==> src/design/owbm_pkg.sv <==
`timescale 1ns / 1ps

package owbm_pkg;

   // Bus timing and byte framing
   localparam int BITS_PER_BYTE = 8;
   localparam int BITS_LEFT_W   = $clog2(BITS_PER_BYTE + 1);
   localparam int TICK_W        = 10;
   localparam int NUM_REGS      = 8;
   localparam int REG_IDX_W     = $clog2(NUM_REGS);
   localparam int ADDR_W        = REG_IDX_W + 2;
   localparam int DATA_W        = 32;

   // Command codes
   localparam logic [1:0] FUNC_TICK  = 2'd0;
   localparam logic [1:0] FUNC_RESET = 2'd1;
   localparam logic [1:0] FUNC_WRITE = 2'd2;
   localparam logic [1:0] FUNC_READ  = 2'd3;

   // Register indexes
   localparam logic [REG_IDX_W-1:0] REG_RESET_LOW    = 3'd0;
   localparam logic [REG_IDX_W-1:0] REG_RESET_WAIT   = 3'd1;
   localparam logic [REG_IDX_W-1:0] REG_ZERO_LOW     = 3'd2;
   localparam logic [REG_IDX_W-1:0] REG_ZERO_RECOVER = 3'd3;
   localparam logic [REG_IDX_W-1:0] REG_SHORT_LOW    = 3'd4;
   localparam logic [REG_IDX_W-1:0] REG_ONE_RELEASE  = 3'd5;
   localparam logic [REG_IDX_W-1:0] REG_READ_SAMPLE  = 3'd6;
   localparam logic [REG_IDX_W-1:0] REG_READ_RECOVER = 3'd7;

   typedef logic [NUM_REGS-1:0][TICK_W-1:0] csr_bank_type;

   // Reset values, index 0 in the low slice
   localparam csr_bank_type REG_DEFAULTS = {
      10'd45, 10'd10, 10'd85, 10'd5, 10'd5, 10'd60, 10'd480, 10'd480
   };

   typedef struct packed {
      logic [1:0] func;
      logic [7:0] write_byte;
      logic       line_level;
   } req_item_type;

   typedef struct packed {
      logic       drive_low;
      logic       busy_res;
      logic       done_res;
      logic       rejected;
      logic [7:0] read_byte;
      logic       presence_seen;
   } rsp_item_type;

   // A zero-length phase lasts one tick
   function automatic logic [TICK_W-1:0] dur(input logic [TICK_W-1:0] v);
      return (v == '0) ? TICK_W'(1) : v;
   endfunction

endpackage

==> src/design/owbm_csr.sv <==
`timescale 1ns / 1ps

module owbm_csr (
   input  logic                        clock,
   input  logic                        reset,
   input  logic                        csr_psel,
   input  logic                        csr_penable,
   input  logic                        csr_pwrite,
   input  logic [owbm_pkg::ADDR_W-1:0] csr_paddr,
   input  logic [owbm_pkg::DATA_W-1:0] csr_pwdata,
   output logic [owbm_pkg::DATA_W-1:0] csr_prdata,
   output logic                        csr_pready,
   output owbm_pkg::csr_bank_type      bank
);

   owbm_pkg::csr_bank_type                bank_ff;
   owbm_pkg::csr_bank_type                bank_in;
   logic [owbm_pkg::REG_IDX_W-1:0]        idx;

   assign idx        = csr_paddr[owbm_pkg::ADDR_W-1:2];
   assign csr_pready = 1'b1;
   assign csr_prdata = owbm_pkg::DATA_W'(bank_ff[idx]);
   assign bank       = bank_ff;

   // Write on the access phase
   always_comb begin
      bank_in = bank_ff;
      if (csr_psel && csr_penable && csr_pwrite && csr_pready) begin
         bank_in[idx] = csr_pwdata[owbm_pkg::TICK_W-1:0];
      end
   end

   always_ff @(posedge clock) begin
      if (reset) begin
         bank_ff <= owbm_pkg::REG_DEFAULTS;
      end else begin
         bank_ff <= bank_in;
      end
   end

endmodule

==> src/design/owbm_core.sv <==
`timescale 1ns / 1ps

module owbm_core (
   input  logic                   clock,
   input  logic                   reset,
   input  logic                   step_en,
   input  owbm_pkg::req_item_type item,
   input  owbm_pkg::csr_bank_type bank,
   output owbm_pkg::rsp_item_type rsp_data
);

   typedef enum logic [3:0] {
      PH_IDLE,
      PH_RST_LOW,
      PH_RST_WAIT,
      PH_BIT_LOW,
      PH_BIT_REL,
      PH_RD_LOW,
      PH_RD_WAIT,
      PH_RD_REC
   } phase_type;

   phase_type                           phase_ff,   phase_in;
   logic [owbm_pkg::TICK_W-1:0]         tick_ff,    tick_in;
   logic [owbm_pkg::BITS_LEFT_W-1:0]    bits_ff,    bits_in;
   logic [7:0]                          shift_ff,   shift_in;
   logic                                bit_ff,     bit_in;
   logic                                pres_ff,    pres_in;
   logic [7:0]                          last_ff,    last_in;
   owbm_pkg::rsp_item_type              rsp_ff,     rsp_in;

   logic [owbm_pkg::TICK_W-1:0]         len;
   logic                                end_tick;
   logic                                drive;
   logic                                done;
   logic                                rej;

   // One tick of the bus sequencer
   always_comb begin
      phase_in = phase_ff;
      tick_in  = tick_ff;
      bits_in  = bits_ff;
      shift_in = shift_ff;
      bit_in   = bit_ff;
      pres_in  = pres_ff;
      last_in  = last_ff;
      drive    = 1'b0;
      done     = 1'b0;
      rej      = 1'b0;
      len      = owbm_pkg::TICK_W'(1);
      end_tick = 1'b0;

      // start command, or reject when busy
      if (phase_ff != PH_IDLE) begin
         rej = (item.func != owbm_pkg::FUNC_TICK);
      end else if (item.func != owbm_pkg::FUNC_TICK) begin
         tick_in = '0;
         case (item.func)
            owbm_pkg::FUNC_RESET: begin
               phase_in = PH_RST_LOW;
            end
            owbm_pkg::FUNC_WRITE: begin
               shift_in = item.write_byte;
               bits_in  = owbm_pkg::BITS_LEFT_W'(owbm_pkg::BITS_PER_BYTE);
               bit_in   = item.write_byte[0];
               phase_in = PH_BIT_LOW;
            end
            default: begin
               shift_in = '0;
               bits_in  = owbm_pkg::BITS_LEFT_W'(owbm_pkg::BITS_PER_BYTE);
               phase_in = PH_RD_LOW;
            end
         endcase
      end

      // line drive, phase length and samples
      case (phase_in)
         PH_RST_LOW: begin
            drive = 1'b1;
            len   = owbm_pkg::dur(bank[owbm_pkg::REG_RESET_LOW]);
         end
         PH_RST_WAIT: begin
            len = owbm_pkg::dur(bank[owbm_pkg::REG_RESET_WAIT]);
            if (tick_in == '0) begin
               pres_in = ~item.line_level;
            end
         end
         PH_BIT_LOW: begin
            drive = 1'b1;
            len   = bit_in ? owbm_pkg::dur(bank[owbm_pkg::REG_SHORT_LOW])
                           : owbm_pkg::dur(bank[owbm_pkg::REG_ZERO_LOW]);
         end
         PH_BIT_REL: begin
            len = bit_in ? owbm_pkg::dur(bank[owbm_pkg::REG_ONE_RELEASE])
                         : owbm_pkg::dur(bank[owbm_pkg::REG_ZERO_RECOVER]);
         end
         PH_RD_LOW: begin
            drive = 1'b1;
            len   = owbm_pkg::dur(bank[owbm_pkg::REG_SHORT_LOW]);
         end
         PH_RD_WAIT: begin
            len = owbm_pkg::dur(bank[owbm_pkg::REG_READ_SAMPLE]);
         end
         PH_RD_REC: begin
            len = owbm_pkg::dur(bank[owbm_pkg::REG_READ_RECOVER]);
            if (tick_in == '0) begin
               shift_in = {item.line_level, shift_in[7:1]};
            end
         end
         default: begin
            len = owbm_pkg::TICK_W'(1);
         end
      endcase

      // tick count and phase advance
      if (phase_in != PH_IDLE) begin
         end_tick = ({1'b0, tick_in} + 1'b1) >= {1'b0, len};
         tick_in  = tick_in + 1'b1;
         if (end_tick) begin
            tick_in = '0;
            case (phase_in)
               PH_RST_LOW: begin
                  phase_in = PH_RST_WAIT;
               end
               PH_RST_WAIT: begin
                  phase_in = PH_IDLE;
                  done     = 1'b1;
               end
               PH_BIT_LOW: begin
                  phase_in = PH_BIT_REL;
               end
               PH_BIT_REL: begin
                  shift_in = {1'b0, shift_in[7:1]};
                  if (bits_in != '0) begin
                     bits_in = bits_in - 1'b1;
                  end
                  if (bits_in == '0) begin
                     phase_in = PH_IDLE;
                     done     = 1'b1;
                  end else begin
                     bit_in   = shift_in[0];
                     phase_in = PH_BIT_LOW;
                  end
               end
               PH_RD_LOW: begin
                  phase_in = PH_RD_WAIT;
               end
               PH_RD_WAIT: begin
                  phase_in = PH_RD_REC;
               end
               PH_RD_REC: begin
                  if (bits_in != '0) begin
                     bits_in = bits_in - 1'b1;
                  end
                  if (bits_in == '0) begin
                     last_in  = shift_in;
                     phase_in = PH_IDLE;
                     done     = 1'b1;
                  end else begin
                     phase_in = PH_RD_LOW;
                  end
               end
               default: begin
                  phase_in = PH_IDLE;
               end
            endcase
         end
      end

      rsp_in.drive_low     = drive;
      rsp_in.busy_res      = (phase_in != PH_IDLE);
      rsp_in.done_res      = done;
      rsp_in.rejected      = rej;
      rsp_in.read_byte     = last_in;
      rsp_in.presence_seen = pres_in;
   end

   // State and result register
   always_ff @(posedge clock) begin
      if (reset) begin
         phase_ff <= PH_IDLE;
         tick_ff  <= '0;
         bits_ff  <= '0;
         shift_ff <= '0;
         bit_ff   <= 1'b0;
         pres_ff  <= 1'b0;
         last_ff  <= '0;
      end else if (step_en) begin
         phase_ff <= phase_in;
         tick_ff  <= tick_in;
         bits_ff  <= bits_in;
         shift_ff <= shift_in;
         bit_ff   <= bit_in;
         pres_ff  <= pres_in;
         last_ff  <= last_in;
      end
   end

   always_ff @(posedge clock) begin
      if (step_en) begin
         rsp_ff <= rsp_in;
      end
   end

   assign rsp_data = rsp_ff;

endmodule

==> src/design/one_wire_bus_master.sv <==
// An accepted item passes through the input register and then the result register.
// Throughput: one item per cycle unless results stall; each is one bus tick, in one pass.
// The result register frees up in the same cycle it is taken, so no bubbles under load.
// Reset (synchronous, active high) clears the sequencer, flags and read byte, empties
// both registers and loads the timing registers with their default tick counts.
`timescale 1ns / 1ps

module one_wire_bus_master (
   input  logic                        clock,
   input  logic                        reset,
   input  logic                        req_valid,
   output logic                        req_ready,
   input  owbm_pkg::req_item_type      req_data,
   output logic                        rsp_valid,
   input  logic                        rsp_ready,
   output owbm_pkg::rsp_item_type      rsp_data,
   input  logic                        csr_psel,
   input  logic                        csr_penable,
   input  logic                        csr_pwrite,
   input  logic [owbm_pkg::ADDR_W-1:0] csr_paddr,
   input  logic [owbm_pkg::DATA_W-1:0] csr_pwdata,
   output logic [owbm_pkg::DATA_W-1:0] csr_prdata,
   output logic                        csr_pready
);

   logic                   s1_valid_ff, s1_valid_in;
   owbm_pkg::req_item_type s1_data_ff;
   logic                   rsp_valid_ff, rsp_valid_in;
   logic                   advance;
   owbm_pkg::csr_bank_type bank;

   // Item moves into the result register when that register is free or being taken
   assign advance   = s1_valid_ff && (!rsp_valid_ff || rsp_ready);
   assign req_ready = !s1_valid_ff || advance;
   assign rsp_valid = rsp_valid_ff;

   always_comb begin
      s1_valid_in = s1_valid_ff;
      if (req_valid && req_ready) begin
         s1_valid_in = 1'b1;
      end else if (advance) begin
         s1_valid_in = 1'b0;
      end
      rsp_valid_in = rsp_valid_ff;
      if (advance) begin
         rsp_valid_in = 1'b1;
      end else if (rsp_ready) begin
         rsp_valid_in = 1'b0;
      end
   end

   always_ff @(posedge clock) begin
      if (reset) begin
         s1_valid_ff  <= 1'b0;
         rsp_valid_ff <= 1'b0;
      end else begin
         s1_valid_ff  <= s1_valid_in;
         rsp_valid_ff <= rsp_valid_in;
      end
   end

   // Input register
   always_ff @(posedge clock) begin
      if (req_valid && req_ready) begin
         s1_data_ff <= req_data;
      end
   end

   owbm_csr u_csr (
      .clock       (clock),
      .reset       (reset),
      .csr_psel    (csr_psel),
      .csr_penable (csr_penable),
      .csr_pwrite  (csr_pwrite),
      .csr_paddr   (csr_paddr),
      .csr_pwdata  (csr_pwdata),
      .csr_prdata  (csr_prdata),
      .csr_pready  (csr_pready),
      .bank        (bank)
   );

   owbm_core u_core (
      .clock    (clock),
      .reset    (reset),
      .step_en  (advance),
      .item     (s1_data_ff),
      .bank     (bank),
      .rsp_data (rsp_data)
   );

endmodule

==> config.mk <==
export PLATFORM = sky130hd
export DESIGN_NAME = one_wire_bus_master
export DESIGN_NICKNAME = d
export VERILOG_FILES = /design/src/design/owbm_pkg.sv /design/src/design/owbm_csr.sv /design/src/design/owbm_core.sv /design/src/design/one_wire_bus_master.sv
export SDC_FILE = /design/constraint.sdc
export NUM_CORES = 1
export LEC_CHECK = 0
export BUFFER_PORTS_ARGS = -buffer_cell sky130_fd_sc_hd__buf_2
export CAP_MARGIN = 20
export CELL_PAD_IN_SITES_DETAIL_PLACEMENT = 0
export CELL_PAD_IN_SITES_GLOBAL_PLACEMENT = 1
export CORE_MARGIN = 2
export CORE_UTILIZATION = 44
export DETAILED_ROUTE_END_ITERATION = 7
export PLACE_DENSITY_LB_ADDON = 0.2
export SLEW_MARGIN = 25
export SYNTH_ARGS = -nofsm -noshare
export SYNTH_HDL_FRONTEND = slang
export SYNTH_SLANG_ARGS = --single-unit
==> constraint.sdc <==
create_clock -name clock -period 5.4 [get_ports clock]
set_input_delay 0.81 -clock clock [delete_from_list [all_inputs] [get_ports clock]]
set_output_delay 0.81 -clock clock [all_outputs]
set_load 0.01 [all_outputs]
==> flow_summary.toml <==
[placement]
gp_congestion = 0.965
hpwlAfterDp_microns = 17200
port_buffers = 55

[cts]
cts_hold_buf = 0
root_buffer = "clkbuf_16"
htree_levels = 4
insertion_delay_ps = 440
cts_resized = 0
numCtsBuffers = 17
cts_tree = "built"
cts.path.max_buffers = 2
cts.clk_slew.worst_paths_ps = 70
clock-sinks = 142
cts_setup_buffers = 0

[synthesis]
ys_seq_area_frac = 0.391
yosysUniqueCellTypes = 75
syn_inst = 913
ys_top_cells_by_area = "dfxtp_1 (30%), edfxtp_1 (9.1%), nand2_1 (7.7%)"
synth_common_cells = "nand2_1 (161), dfxtp_1 (118), nor2_1 (79)"
syn_avg_cell_area_sq_um = 8.65
synthFlopType = "dfxtp_1"
synth_warnings = 0
yosysMostFrequentCell = "nand2_1"
netlist_area_sq_mm = 0.00789
ys_ff_latch = 142
synth_top_cell_area_share = 0.299
synth_top_area_cell = "dfxtp_1"
async_flop_share = 0
synth_edf_count = 24

[job]
max_cap_viol_count = 0

[timing]
setup_viol = 0
finalHoldWorstSlack_ps = 455
period_minus_slack_ps = 4980
fin_crit_sh = 0.923
worst_pin_slew_ps = 1040
skew_ps = 13.0
clock.fmax_ghz = 0.201
drv_slew = 0
final_hold_viol_count = 0
slew_headroom = 0.301
tns_ps = 0
rsz0062_at_grt = "false"

[route]
firstDrtPassIters = 7
wl_microns = 24700
avgViaCountPerCell = 5.97
ant_nets = 0
drc = 0
wl_per_cell_microns = 20.9
dr.first_iter.drc_count = 780
num_vias = 7069

[setup_path]
slowest_stage = "or4_4"
rrSetupSlack_ps = 420
crit_chain = "or4_4 -> nor3b_1 -> mux2_2 -> nand2_1 -> nand2_1 -> buf_4 -> a221oi_1 -> ha_1 -> a211o_1 -> o211ai_1 -> o211ai_1 -> a21boi_2 -> nand2_1 -> o21ai_0 -> nand3_1"
r2r-start = "u_core.phase_ff[1]$_SDFFE_PP0P_"
cp_data_arrival_time_ps = 5150
end_kind = "flip-flop"
worstRegToRegCells = 15
cp_common_cell = "nand2_1"
max_stage_delay_ps = 600
cp.required_ps = 5570
path_buf_inv = 1
r2r-end = "u_core.rsp_data[11]$_DFFE_PP_"
crit_fanout = 15
worstSetupPathType = "flip-flop to flip-flop"
cpLargestDelayFamily = "compound AO/OA/AOI/OAI gates"
worstSetupStartpointType = "flip-flop"

[grt]
grtUsageTotal = 0.267
grt_pass1_wl_microns = 37600
grt-ovfl-total = 0
grt_max_degree = 87
grt_pass1_vias = 6390
antenna_found_initial = 0

[power]
leakage_nw = 3.42
max-vdd-ir-drop_mv = 0.194
pwr_density_cell_mw_per_mm2 = 301

[floorplanning]
boundaryPins = 103
core-area_sq_mm = 0.0174
rows = 48
die-area_sq_mm = 0.0190
die_h_microns = 138
die_w_microns = 138
start_util = 0.453

[worst_hold_path]
holdCritStartpoint = "u_core.pres_ff$_SDFFE_PP0P_"
holdPathEnd = "u_core.pres_ff$_SDFFE_PP0P_"
hold_path_class = "flip-flop to flip-flop"
worstHoldPathCells = 2

[finish]
multi_input_area_sq_mm = 0.00445
area_growth_pct = 11.8
final_nets = 1019
seq_area_sq_mm = 0.00308
layout-drive-gt1-share = 0.165
num_antenna_cells = 0
fill_cells = 1717

[status]
outcome = "completed"
==> power breakdown <==
| group | leakage [nW] | internal (mW) | switching (mW) |
|---|---|---|---|
| combinational | 1.96 | 0.141 | 0.269 |
| sequential | 1.18 | 1.10 | 0.0201 |
| clock | 0.275 | 0.606 | 0.520 |
==> final cells by class <==
type	instances	area share
Clock buffer	18	0.0486
Clock inverter	14	0.0149
Inverter	14	0.00596
Multi-Input combinational cell	700	0.504
Sequential cell	142	0.349
Tap cell	225	0.0319
Timing Repair Buffer	71	0.0448
==> routing by layer <==
layer  vias up  global-route usage  wire length [microns]
met2       310               0.391                  10800
li1       3334                   -                      -
met3        57              0.0629                   2020
met4         0              0.0901                    640
met5         -                   0                      0
met1      3368               0.383                  11200
==> tightest hold or removal path, cell delays in order (launching register included) <==
cell and delay, ps:
dfxtp_1 310, nand2_1 50, a21oi_1 50
==> worst max-delay path by stage <==
stage                                    startpoint                              to  slack, ps  cells after the start
floorplan                   s1_data_ff[9]$_DFFE_PP_    u_core.rsp_data[1]$_DFFE_PP_        780                     19
global placement    u_core.phase_ff[0]$_SDFFE_PP0P_   u_core.rsp_data[11]$_DFFE_PP_        520                     15
detailed placement  u_core.phase_ff[1]$_SDFFE_PP0P_   u_core.rsp_data[11]$_DFFE_PP_        500                     15
CTS                 u_core.phase_ff[0]$_SDFFE_PP0P_   u_core.rsp_data[11]$_DFFE_PP_        480                     15
global route                s1_data_ff[9]$_DFFE_PP_  u_core.last_ff[5]$_SDFFE_PP0P_         30                     17
finish              u_core.phase_ff[1]$_SDFFE_PP0P_   u_core.rsp_data[11]$_DFFE_PP_        420                     15
==> kinds of logic after synthesis <==
kind of cell | Yosys count | share of synthesized area
muxes | 91 | 0.133
buffers and inverters | 92 | 0.0575
adders and majority gates | 18 | 0.0285
AOI/OAI and AO/OA | 196 | 0.168
other | 2 | 0.000951
xor gates and xnor gates | 10 | 0.0111
DFF | 142 | 0.391
and+or+nand+nor | 362 | 0.211
==> cells in the final DEF, fill, tap and decap left out, drive strengths merged, types with 8 or more instances in the layout <==
cell,instances
nand2,164
dfxtp,118
nor2,81
a21oi,76
buf,71
mux2i,57
nand3,35
mux2,26
a22oi,25
edfxtp,24
o21ai,23
conb,23
inv,19
ha,18
clkbuf,18
nor3,16
nor4,15
a221oi,15
o211ai,8
mux4,8
clkinv,8
==> per-stage QoR <==
stage          setup WS (ps)  area [sq um]  utilization  std cells  power [mW]
3_3_place_gp             521          8260        0.474       1152        1.55
4_1_cts                  481          8820        0.506       1184        2.67
3_5_place_dp             501          8260        0.474       1152        1.55
5_1_grt                 28.8          8820        0.507       1184        2.75
2_1_floorplan            779          7970            -        934        1.44
6_report                 416          8820        0.507       1184        2.66
==> state kept, by name, indices dropped and copies added, names as in the netlist <==
register	count
u_core.last_ff	8
u_core.bit_ff	1
u_core.rsp_data	13
u_core.phase_ff	4
u_csr.bank	80
rsp_valid	1
u_core.shift_ff	8
s1_data_ff	11
u_core.tick_ff	10
u_core.bits_ff	4
s1_valid_ff	1
u_core.pres_ff	1
Power figures use the tool's default switching activity.
